[src/hdl/iptcp_pkg.sv]
// Package for the IPv4/TCP header parser: beat and result types, verdict codes,
// header offsets and register map constants. Depends on nothing.
`timescale 1ns / 1ps

package iptcp_pkg;

   localparam int COUNTER_BITS_DEFAULT = 32;
   localparam int PADDR_BITS = 3;
   localparam int PDATA_BITS = 32;

   localparam logic [0:0] REG_LINK_FRAMING = 1'b0;

   localparam logic [8:0] HDR_ETHERNET = 9'd14;
   localparam logic [8:0] HDR_COOKED = 9'd16;
   localparam logic [8:0] MIN_HDR = 9'd20;
   localparam logic [15:0] TYPE_IPV4 = 16'h0800;
   localparam logic [7:0] PROTO_TCP = 8'd6;
   localparam logic [3:0] MIN_WORDS = 4'd5;

   typedef enum logic [3:0] {
      VERDICT_TCP_OK = 4'd0,
      VERDICT_LINK_TRUNC = 4'd1,
      VERDICT_NON_IP = 4'd2,
      VERDICT_PRE_IP_TRUNC = 4'd3,
      VERDICT_BAD_IHL = 4'd4,
      VERDICT_IP_TRUNC = 4'd5,
      VERDICT_NON_TCP = 4'd6,
      VERDICT_PRE_TCP_TRUNC = 4'd7,
      VERDICT_BAD_OFFSET = 4'd8,
      VERDICT_TCP_TRUNC = 4'd9
   } verdict_type;

   typedef struct packed {
      logic [7:0] data_byte;
      logic end_of_packet;
      logic link_framing;
   } beat_type;

   typedef struct packed {
      verdict_type verdict;
      logic [15:0] frame_type;
      logic [7:0] transport_protocol;
      logic [31:0] source_address;
      logic [31:0] destination_address;
      logic [15:0] src_port;
      logic [15:0] destination_port;
      logic [31:0] sequence_number;
      logic [31:0] acknowledgment_number;
      logic [15:0] payload_bytes;
      logic [31:0] packets_seen;
      logic [31:0] tcp_packets_seen;
   } result_type;

endpackage

[src/hdl/iptcp_field_capture.sv]
// Header field capture and classification for the IPv4/TCP header parser.
// Holds the per-packet header registers and the packet counters; uses iptcp_pkg.
`timescale 1ns / 1ps

module iptcp_field_capture
   import iptcp_pkg::*;
#(
   parameter int COUNTER_BITS = COUNTER_BITS_DEFAULT
) (
   input  logic clock,
   input  logic reset,
   input  logic beat_advance,
   input  beat_type beat,
   output result_type result
);

   logic [7:0] pos_ff, pos_in;
   logic [15:0] type_ff, type_in;
   logic [3:0] ihl_ff, ihl_in;
   logic [15:0] total_ff, total_in;
   logic [7:0] proto_ff, proto_in;
   logic [31:0] src_ff, src_in;
   logic [31:0] dst_ff, dst_in;
   logic [31:0] ports_ff, ports_in;
   logic [31:0] seq_ff, seq_in;
   logic [31:0] ack_ff, ack_in;
   logic [3:0] offset_ff, offset_in;
   logic [COUNTER_BITS-1:0] seen_ff, seen_in;
   logic [COUNTER_BITS-1:0] tcp_ff, tcp_in;

   logic [8:0] hdr_len;
   logic [8:0] pos9;
   logic [8:0] tcp_base;
   logic [8:0] len9;
   logic [8:0] ip_bytes;
   logic [8:0] tcp_bytes;
   logic [8:0] class_base;
   logic [15:0] hdrs;
   verdict_type verdict;

   assign hdr_len = beat.link_framing ? HDR_COOKED : HDR_ETHERNET;
   assign pos9 = {1'b0, pos_ff};
   assign tcp_base = hdr_len + {3'b000, ihl_ff, 2'b00};

   always_comb begin
      type_in = type_ff;
      ihl_in = ihl_ff;
      total_in = total_ff;
      proto_in = proto_ff;
      src_in = src_ff;
      dst_in = dst_ff;
      ports_in = ports_ff;
      seq_in = seq_ff;
      ack_in = ack_ff;
      offset_in = offset_ff;
      if (pos9 == hdr_len - 9'd2) begin
         type_in[15:8] = beat.data_byte;
      end
      if (pos9 == hdr_len - 9'd1) begin
         type_in[7:0] = beat.data_byte;
      end
      if (pos9 == hdr_len) begin
         ihl_in = beat.data_byte[3:0];
      end
      if (pos9 == hdr_len + 9'd2) begin
         total_in[15:8] = beat.data_byte;
      end
      if (pos9 == hdr_len + 9'd3) begin
         total_in[7:0] = beat.data_byte;
      end
      if (pos9 == hdr_len + 9'd9) begin
         proto_in = beat.data_byte;
      end
      if (pos9 >= hdr_len + 9'd12 && pos9 <= hdr_len + 9'd15) begin
         src_in[(2'(hdr_len + 9'd15 - pos9)) * 8 +: 8] = beat.data_byte;
      end
      if (pos9 >= hdr_len + 9'd16 && pos9 <= hdr_len + 9'd19) begin
         dst_in[(2'(hdr_len + 9'd19 - pos9)) * 8 +: 8] = beat.data_byte;
      end
      if (pos9 > hdr_len && ihl_ff >= MIN_WORDS) begin
         if (pos9 >= tcp_base && pos9 <= tcp_base + 9'd3) begin
            ports_in[(2'(tcp_base + 9'd3 - pos9)) * 8 +: 8] = beat.data_byte;
         end
         if (pos9 >= tcp_base + 9'd4 && pos9 <= tcp_base + 9'd7) begin
            seq_in[(2'(tcp_base + 9'd7 - pos9)) * 8 +: 8] = beat.data_byte;
         end
         if (pos9 >= tcp_base + 9'd8 && pos9 <= tcp_base + 9'd11) begin
            ack_in[(2'(tcp_base + 9'd11 - pos9)) * 8 +: 8] = beat.data_byte;
         end
         if (pos9 == tcp_base + 9'd12) begin
            offset_in = beat.data_byte[7:4];
         end
      end
   end

   assign len9 = pos9 + 9'd1;
   assign ip_bytes = {3'b000, ihl_in, 2'b00};
   assign tcp_bytes = {3'b000, offset_in, 2'b00};
   assign class_base = hdr_len + ip_bytes;

   always_comb begin
      if (len9 < hdr_len) begin
         verdict = VERDICT_LINK_TRUNC;
      end else if (type_in != TYPE_IPV4) begin
         verdict = VERDICT_NON_IP;
      end else if (len9 < hdr_len + MIN_HDR) begin
         verdict = VERDICT_PRE_IP_TRUNC;
      end else if (ip_bytes < MIN_HDR) begin
         verdict = VERDICT_BAD_IHL;
      end else if (len9 < class_base) begin
         verdict = VERDICT_IP_TRUNC;
      end else if (proto_in != PROTO_TCP) begin
         verdict = VERDICT_NON_TCP;
      end else if (len9 < class_base + MIN_HDR) begin
         verdict = VERDICT_PRE_TCP_TRUNC;
      end else if (tcp_bytes < MIN_HDR) begin
         verdict = VERDICT_BAD_OFFSET;
      end else if (len9 < class_base + tcp_bytes) begin
         verdict = VERDICT_TCP_TRUNC;
      end else begin
         verdict = VERDICT_TCP_OK;
      end
   end

   assign hdrs = {7'b0, ip_bytes + tcp_bytes};
   assign seen_in = seen_ff + COUNTER_BITS'(1);
   assign tcp_in = (verdict == VERDICT_TCP_OK) ? tcp_ff + COUNTER_BITS'(1) : tcp_ff;
   assign pos_in = (pos_ff == 8'hFF) ? pos_ff : pos_ff + 8'd1;

   always_comb begin
      result = '0;
      result.verdict = verdict;
      result.packets_seen = 32'(seen_in);
      result.tcp_packets_seen = 32'(tcp_in);
      if (verdict != VERDICT_LINK_TRUNC) begin
         result.frame_type = type_in;
      end
      if (verdict == VERDICT_TCP_OK || verdict >= VERDICT_NON_TCP) begin
         result.transport_protocol = proto_in;
         result.source_address = src_in;
         result.destination_address = dst_in;
      end
      if (verdict == VERDICT_TCP_OK) begin
         result.src_port = ports_in[31:16];
         result.destination_port = ports_in[15:0];
         result.sequence_number = seq_in;
         result.acknowledgment_number = ack_in;
         result.payload_bytes = (total_in >= hdrs) ? total_in - hdrs : 16'd0;
      end
   end

   always_ff @(posedge clock) begin
      if (reset || (beat_advance && beat.end_of_packet)) begin
         pos_ff <= '0;
         type_ff <= '0;
         ihl_ff <= '0;
         total_ff <= '0;
         proto_ff <= '0;
         src_ff <= '0;
         dst_ff <= '0;
         ports_ff <= '0;
         seq_ff <= '0;
         ack_ff <= '0;
         offset_ff <= '0;
      end else if (beat_advance) begin
         pos_ff <= pos_in;
         type_ff <= type_in;
         ihl_ff <= ihl_in;
         total_ff <= total_in;
         proto_ff <= proto_in;
         src_ff <= src_in;
         dst_ff <= dst_in;
         ports_ff <= ports_in;
         seq_ff <= seq_in;
         ack_ff <= ack_in;
         offset_ff <= offset_in;
      end
   end

   always_ff @(posedge clock) begin
      if (reset) begin
         seen_ff <= '0;
         tcp_ff <= '0;
      end else if (beat_advance && beat.end_of_packet) begin
         seen_ff <= seen_in;
         tcp_ff <= tcp_in;
      end
   end

endmodule

[src/hdl/ipv4_tcp_header_parser.sv]
// Streaming IPv4/TCP header parser: one packet byte per beat, one result per packet.
// A final byte's result is held in the input register, then the result register.
// Throughput: one byte per cycle; a final byte waits while the held response is stalled.
// Reset (synchronous, active high) clears counters, header state and framing to Ethernet.
// Uses iptcp_pkg and iptcp_field_capture.
`timescale 1ns / 1ps

module ipv4_tcp_header_parser
   import iptcp_pkg::*;
#(
   parameter int COUNTER_BITS = COUNTER_BITS_DEFAULT
) (
   input  logic clock,
   input  logic reset,
   input  logic req_valid,
   output logic req_stall,
   input  logic [7:0] req_data_byte,
   input  logic req_end_of_packet,
   output logic rsp_valid,
   input  logic rsp_stall,
   output logic [3:0] rsp_verdict,
   output logic [15:0] rsp_frame_type,
   output logic [7:0] rsp_transport_protocol,
   output logic [31:0] rsp_source_address,
   output logic [31:0] rsp_destination_address,
   output logic [15:0] rsp_src_port,
   output logic [15:0] rsp_destination_port,
   output logic [31:0] rsp_sequence_number,
   output logic [31:0] rsp_acknowledgment_number,
   output logic [15:0] rsp_payload_bytes,
   output logic [31:0] rsp_packets_seen,
   output logic [31:0] rsp_tcp_packets_seen,
   input  logic psel,
   input  logic penable,
   input  logic pwrite,
   input  logic [PADDR_BITS-1:0] paddr,
   input  logic [PDATA_BITS-1:0] pwdata,
   output logic [PDATA_BITS-1:0] prdata,
   output logic pready
);

   logic framing_ff;
   logic full_ff;
   beat_type beat_ff;
   logic rsp_valid_ff;
   result_type rsp_ff;
   result_type result_in;
   logic out_free;
   logic beat_advance;
   logic req_accept;
   logic reg_hit;

   assign pready = 1'b1;
   assign reg_hit = (paddr[PADDR_BITS-1:2] == REG_LINK_FRAMING);
   assign prdata = reg_hit ? {{(PDATA_BITS-1){1'b0}}, framing_ff} : '0;

   always_ff @(posedge clock) begin
      if (reset) begin
         framing_ff <= 1'b0;
      end else if (psel && penable && pwrite && pready && reg_hit) begin
         framing_ff <= pwdata[0];
      end
   end

   assign out_free = !rsp_valid_ff || !rsp_stall;
   assign beat_advance = full_ff && (!beat_ff.end_of_packet || out_free);
   assign req_stall = full_ff && !beat_advance;
   assign req_accept = req_valid && !req_stall;

   always_ff @(posedge clock) begin
      if (reset) begin
         full_ff <= 1'b0;
      end else if (req_accept) begin
         full_ff <= 1'b1;
      end else if (beat_advance) begin
         full_ff <= 1'b0;
      end
   end

   always_ff @(posedge clock) begin
      if (req_accept) begin
         beat_ff.data_byte <= req_data_byte;
         beat_ff.end_of_packet <= req_end_of_packet;
         beat_ff.link_framing <= framing_ff;
      end
   end

   iptcp_field_capture #(
      .COUNTER_BITS(COUNTER_BITS)
   ) u_capture (
      .clock(clock),
      .reset(reset),
      .beat_advance(beat_advance),
      .beat(beat_ff),
      .result(result_in)
   );

   always_ff @(posedge clock) begin
      if (reset) begin
         rsp_valid_ff <= 1'b0;
      end else if (beat_advance && beat_ff.end_of_packet) begin
         rsp_valid_ff <= 1'b1;
      end else if (!rsp_stall) begin
         rsp_valid_ff <= 1'b0;
      end
   end

   always_ff @(posedge clock) begin
      if (beat_advance && beat_ff.end_of_packet) begin
         rsp_ff <= result_in;
      end
   end

   assign rsp_valid = rsp_valid_ff;
   assign rsp_verdict = rsp_ff.verdict;
   assign rsp_frame_type = rsp_ff.frame_type;
   assign rsp_transport_protocol = rsp_ff.transport_protocol;
   assign rsp_source_address = rsp_ff.source_address;
   assign rsp_destination_address = rsp_ff.destination_address;
   assign rsp_src_port = rsp_ff.src_port;
   assign rsp_destination_port = rsp_ff.destination_port;
   assign rsp_sequence_number = rsp_ff.sequence_number;
   assign rsp_acknowledgment_number = rsp_ff.acknowledgment_number;
   assign rsp_payload_bytes = rsp_ff.payload_bytes;
   assign rsp_packets_seen = rsp_ff.packets_seen;
   assign rsp_tcp_packets_seen = rsp_ff.tcp_packets_seen;

endmodule
[config.mk]
export PLATFORM = sky130hd
export DESIGN_NAME = ipv4_tcp_header_parser
export DESIGN_NICKNAME = d
export VERILOG_FILES = /design/src/hdl/iptcp_pkg.sv /design/src/hdl/iptcp_field_capture.sv /design/src/hdl/ipv4_tcp_header_parser.sv
export SDC_FILE = /design/constraint.sdc
export NUM_CORES = 1
export LEC_CHECK = 0
export BUFFER_PORTS_ARGS = -buffer_cell sky130_fd_sc_hd__clkbuf_2
export CAP_MARGIN = 20
export CORE_ASPECT_RATIO = 0.5
export CORE_UTILIZATION = 45
export DETAILED_ROUTE_END_ITERATION = 7
export GPL_TIMING_DRIVEN = 0
export PLACE_DENSITY = 0.7
export SLEW_MARGIN = 40
export SYNTH_ARGS = -nofsm -noshare
export SYNTH_HDL_FRONTEND = slang
export SYNTH_SLANG_ARGS = --single-unit
[constraint.sdc]
create_clock -name clock -period 9.4 [get_ports clock]
set_clock_uncertainty 0.1 [all_clocks]
set_input_delay 0.47 -clock clock [delete_from_list [all_inputs] [get_ports clock]]
set_output_delay 0.47 -clock clock [all_outputs]
set_load 0.02 [all_outputs]
==> flow_metrics.tcl, run 1 <==
set metrics [dict create \
    initial_core_util_pct 45.6 \
    antennaDiodeCount 0 \
    hold_slack_ps 38.5 \
    grt_pass1_wl_mm 127 \
    grt_pass1_vias 22619 \
    min_period_ps 8860 \
    synth_cell_types 80 \
    cp.arrival_ps 9150 \
    yosysTopAreaCellShare_pct 29.9 \
    vias_per_cell 5.86 \
    synth_edf_count 278 \
    overflow 0 \
    routabilityCongestion 0.957 \
    max-cap-violations 0 \
    outcome "finished, violations left" \
    netlist_area_um2 27900 \
    hold_class "in -> reg" \
    post-cts-setup-buffer-count 0 \
    coreArea_um2 61300 \
    met3_usage_pct 5.10 \
    synthCells 2842 \
    drive_above_1_share_pct 15.6 \
    cpPeakStageDelay_ps 620 \
    final_net_count 3388 \
    clk_pin_slew_ps 70 \
    power.leakage_nw 12.1 \
    cts_root_buf "clkbuf_16" \
    fill_cells 5490 \
    synth_area_leaders "edfxtp_1, dfxtp_1, ha_1" \
    yosysWarnings 0 \
    die_area_um2 63200 \
    worstPathRequired_ps 9690 \
    wl_mm 84.6 \
    start_kind "flop" \
    ys.flop_type "dfxtp_1" \
    tns_ps 0 \
    ys_seq_area_share_pct 50.1 \
    crit_family "compound AO/OA/AOI/OAI gates" \
    path_buf_inv 9 \
    use_met2_pct 42.8 \
    path_max_fanout 14 \
    route.detailed.drc 2 \
    dieWidth_um 354 \
    grt_use_total_pct 25.6 \
    worst_pin_slew_ps 949 \
    fin_util_pct 53.2 \
    rows 64 \
    synth_area_leader_cell "edfxtp_1" \
    final_max_slew_viol_count 0 \
    io-pin-count 354 \
    finalCritPeriodShare_pct 94.2 \
    cts_buffer_depth 3 \
    insertion_delay_ps 630 \
    num_vias 24023 \
    drt_iter0_drc 2751 \
    grt-busiest-layer "met2" \
    critical_path.most_common_cell "ha_1" \
    cts_buffers 51 \
    hold_viol_final 0 \
    dp_hpwl_mm 59.5 \
    async_reset_ff_share_pct 0 \
    maxSlewHeadroom_pct 36.7 \
    ys_ff_latch 561 \
    setup_viol 0 \
    yosys-top-cells-count "nor2_1, dfxtp_1, edfxtp_1" \
    ant_nets 0 \
    p_total_w 0.00522 \
    synth.avg_cell_area_um2 9.83 \
    grt_max_degree 70 \
    worstSetupEndpointType "flop" \
    cts_num_sinks 561 \
    use_met1_pct 32.4 \
    power_density_nw_per_um2 160 \
    crit_type "reg -> reg" \
    cts_htree_levels 2 \
    dr.pass1.iters 8 \
    tritoncts "yes" \
    grt_antenna_before_repair 1 \
    dieHeight_um 178 \
    crit_slowest_cell "a2111o_1" \
    rsz0062_at_grt "false" \
    violations "DRC" \
    syn2layout_area_growth_pct 16.7 \
    fmax_mhz 113 \
    yosysMostFrequentCell "nor2_1" \
    worst_ir_drop_vdd_v 0.000122 \
    port_buffers 288 \
    wl_per_cell_um 20.6 \
]
-- worst register-to-register path, cell delays in order (launching register included) --
cell	delay, ps
edfxtp_1	600
buf_6	250
clkinvlp_4	350
ha_1	380
inv_1	80
fa_1	550
inv_1	280
ha_1	220
clkbuf_1	380
nor3_1	120
or4_1	470
a2111oi_4	510
and2_1	180
buf_2	190
mux2_2	400
ha_1	280
o31a_1	360
a2111oi_0	440
a211oi_1	110
ha_1	320
nand2_1	50
o21ai_0	200
a31oi_1	180
a2111o_1	620
buf_6	230
buf_2	240
buf_2	240
a21oi_1	330
-- power by group --
part / leakage (nW) / total [W] / internal (W) / switching, W
Clock: 0.827 / 0.00219 / 0.00121 / 0.000978
Sequential: 5.33 / 0.00258 / 0.00257 / 0.00000878
Combinational: 5.93 / 0.000453 / 0.000135 / 0.000318
-- logic make-up (layout without fill, tap and decap cells) --
kind of cell / count (synthesis) / count (layout) / share of synthesized area (%)
compound gates: 709 / 709 / 16.7
xor+xnor: 131 / 131 / 4.16
other cells: 2 / 32 / 0.0269
flops: 561 / 561 / 50.1
fa+ha+maj: 104 / 104 / 4.73
buf+inv: 333 / 737 / 5.16
mux: 73 / 73 / 2.74
simple gates: 929 / 929 / 16.3
-- metrics by stage --
step | instance area (um2) | instances | setup slack [ps]
after CTS | 32600 | 4100 | 190
after detailed placement | 30700 | 3995 | 238
after global routing | 32600 | 4101 | 51.0
after global placement | 30500 | 3985 | 298
final | 32600 | 4101 | 542
after floorplan | 28100 | 2872 | 2210
-- layer usage --
metal / part of all wire, % / up-vias
met5: 0 / -
met4: 4.3 / 0
met3: 8.7 / 240
met2: 47 / 1101
met1: 40 / 11586
li1: - / 11096
-- final timing paths --
kind | slack [ps] | startpoint | end | cells past startpoint
worst max-delay path | 540 | beat_ff[0] | rsp_sequence_number[1] | 27
worst min-delay path | 40 | rsp_stall | rsp_valid | 3
worst max register to register | 540 | beat_ff[0] | rsp_sequence_number[1] | 27
worst min register to register | 350 | u_capture.total_ff[3] | u_capture.total_ff[3] | 2
-- timing repair --
action / in CTS / in global routing
resized for setup: 0 / 2
hold buffers: 10 / 0
endpoints found under the setup margin: 0 / 94
endpoints found under the hold margin: 10 / 0
-- final cells by class --
cell class	instances	area [um2]	share of cell area, %
plain buffers	272	1220	3.75
clock buffers	68	1420	4.36
clock inverters	27	305	0.936
inverters	61	233	0.714
multi-input cells	1978	12700	38.9
flip-flops and latches	561	14000	43.0
well taps	825	1030	3.17
repair buffers	309	1700	5.21
-- placed cells by master, fill, tap and decap left out, types with 71 or more instances in the layout --
cell type,instances
o31ai_1,106
nand2_1,167
dfxtp_1,283
o21ai_0,71
a22oi_1,160
edfxtp_1,278
clkbuf_2,289
nand3_1,138
nor2_1,317
clkbuf_1,202
ha_1,100
a21oi_1,232
(Power assumes the default switching activity.)
==> run 2: changes to the inputs <==
--- a/config.mk
+++ b/config.mk
@@ -8,10 +8,11 @@
 export BUFFER_PORTS_ARGS = -buffer_cell sky130_fd_sc_hd__clkbuf_2
 export CAP_MARGIN = 20
 export CORE_ASPECT_RATIO = 0.5
-export CORE_UTILIZATION = 45
+export CORE_UTILIZATION = 53
 export DETAILED_ROUTE_END_ITERATION = 7
 export GPL_TIMING_DRIVEN = 0
-export PLACE_DENSITY = 0.7
+export PLACE_DENSITY = 0.8
+export REMOVE_ABC_BUFFERS = 1
 export SLEW_MARGIN = 40
 export SYNTH_ARGS = -nofsm -noshare
 export SYNTH_HDL_FRONTEND = slang
==> run 2 against run 1 <==
The flow now finishes without violations. Routed wire length shrank 12%. Cell count shrank 8.4%. Core utilization grew 8.2 points. Critical endpoint is now u_capture.tcp_ff[9]. Global-route usage grew 1.0 points. Clock power shrank 4%.
==> flow_metrics.tcl, run 2 (synthesis results as in run 1) <==
set metrics [dict create \
    grt_pass1_vias 21533 \
    wl_per_cell_um 19.9 \
    hold_viol_final 0 \
    dp_hpwl_mm 49.2 \
    hold_class "in -> reg" \
    syn2layout_area_growth_pct 14.3 \
    rows 59 \
    ant_nets 0 \
    port_buffers 288 \
    place_inst 3650 \
    drive_above_1_share_pct 17.0 \
    grt_use_total_pct 26.6 \
    cts_root_buf "clkbuf_16" \
    grt_pass1_wl_mm 115 \
    dp_slack_ps 266 \
    final_common_cell "nor2_1" \
    maxSlewHeadroom_pct 43.2 \
    min_period_ps 8810 \
    tritoncts "yes" \
    setup_viol 0 \
    grt_antenna_before_repair 0 \
    num_vias 23267 \
    fmax_mhz 113 \
    final_max_slew_viol_count 0 \
    routabilityCongestion 0.911 \
    outcome "complete, no violations" \
    cp.arrival_ps 9220 \
    final_net_count 3166 \
    p_total_w 0.00510 \
    path_max_fanout 35 \
    worst_ir_drop_vdd_v 0.000136 \
    cts_buffers 50 \
    dieWidth_um 327 \
    start_kind "flop" \
    fin_cells 3755 \
    crit_type "reg -> reg" \
    dr.pass1.iters 6 \
    dieHeight_um 164 \
    grt_max_degree 87 \
    worst_pin_slew_ps 848 \
    cts_num_sinks 561 \
    drt_iter0_drc 2717 \
    clk_pin_slew_ps 70 \
    cts_buffer_depth 3 \
    max-cap-violations 0 \
    worstSetupEndpointType "flop" \
    wl_mm 74.6 \
    power_density_nw_per_um2 160 \
    setup_slack_ps 587 \
    route.detailed.drc 0 \
    cts_htree_levels 2 \
    worstPathRequired_ps 9810 \
    overflow 0 \
    power.leakage_nw 11.9 \
    io-pin-count 354 \
    coreArea_um2 52000 \
    insertion_delay_ps 590 \
    initial_core_util_pct 53.7 \
    final_cell_mix "nor2_1, clkbuf_2, dfxtp_1, edfxtp_1, a21oi_1" \
    die_area_um2 53700 \
    finalCritPeriodShare_pct 93.8 \
    vias_per_cell 6.20 \
]
[run 2: cell types whose count changed in the layout (fill, tap and decap cells not counted), moves of 3 or more]
cell / delta
buf_8: +8
clkinv_2: +4
clkdlybuf4s18_2: +3
buf_1: -15
nand2_4: +4
buf_4: -31
buf_12: +9
nand2_1: -4
buf_2: -12
clkbuf_1: -191
buf_6: +7
buf_16: +5
[run 2: layout make-up]
type	instances	area [um2]
clock inverters	27	285
inverters	61	240
repair buffers	360	2380
flip-flops and latches	561	14000
fillers	4046	20100
multi-input cells	1978	12800
diodes	1	2.50
clock buffers	66	1370
well taps	701	877
[run 2: final timing paths]
| kind | endpoint | cells past startpoint | slack (ps) | from |
|---|---|---|---|---|
| setup / recovery | u_capture.tcp_ff[9] | 27 | 590 | beat_ff[0] |
| setup reg to reg | u_capture.tcp_ff[9] | 27 | 590 | beat_ff[0] |
| hold / removal | framing_ff | 3 | 20 | pwdata[0] |
| hold reg to reg | u_capture.total_ff[3] | 2 | 350 | u_capture.total_ff[3] |
[run 2: metrics by stage]
step                utilization, %  hold WS [ps]  area (um2)   TNS, ps
CTS                           61.3          4.26       31900         0
finish                        61.4          23.6       32000         0
global route                  61.4          37.1       32000     -16.2
global placement              56.0           338       29200  -2605360
detailed placement            57.9           347       30200         0
floorplan                        -           322       26800   -234580
[run 2: what timing repair did]
item / in CTS / in global routing
endpoints found under the setup margin: 0 / 60
endpoints found under the hold margin: 9 / 0
resized for setup: 0 / 2
hold buffers: 9 / 0
buffers inserted: 0 / 2
[run 2: critical path, stage by stage (launching register included)]
cell	delay, ps
edfxtp_1	360
buf_4	190
buf_8	170
clkinvlp_4	240
ha_1	240
inv_1	60
fa_1	710
inv_1	240
ha_1	420
o21a_1	260
or4_1	530
a2111oi_4	470
and2_1	390
mux2_2	430
ha_1	280
o31a_1	350
a2111oi_0	390
a211oi_1	100
ha_1	310
nand2_1	50
o21ai_0	240
a31oi_1	230
a2111o_2	680
buf_16	260
buf_16	180
buf_16	180
or4_1	470
a21oi_1	140
[run 2: power by group]
part,internal [W],total [W],switching (W)
Clock,0.00117,0.00210,0.000931
Combinational,0.000129,0.000415,0.000286
Sequential,0.00257,0.00258,0.0000148
Total,0.00387,0.00510,0.00123
[run 2: routing by layer]
layer | vias to the layer above | share of wire [%] | GRT usage, % | routed length (um)
met5 | - | 0 | 0 | 0
met4 | 0 | 4.9 | 13.3 | 3630
met3 | 213 | 7.7 | 4.19 | 5730
met2 | 1164 | 48 | 44.0 | 35900
met1 | 11218 | 39 | 34.1 | 29400
li1 | 10672 | - | - | -
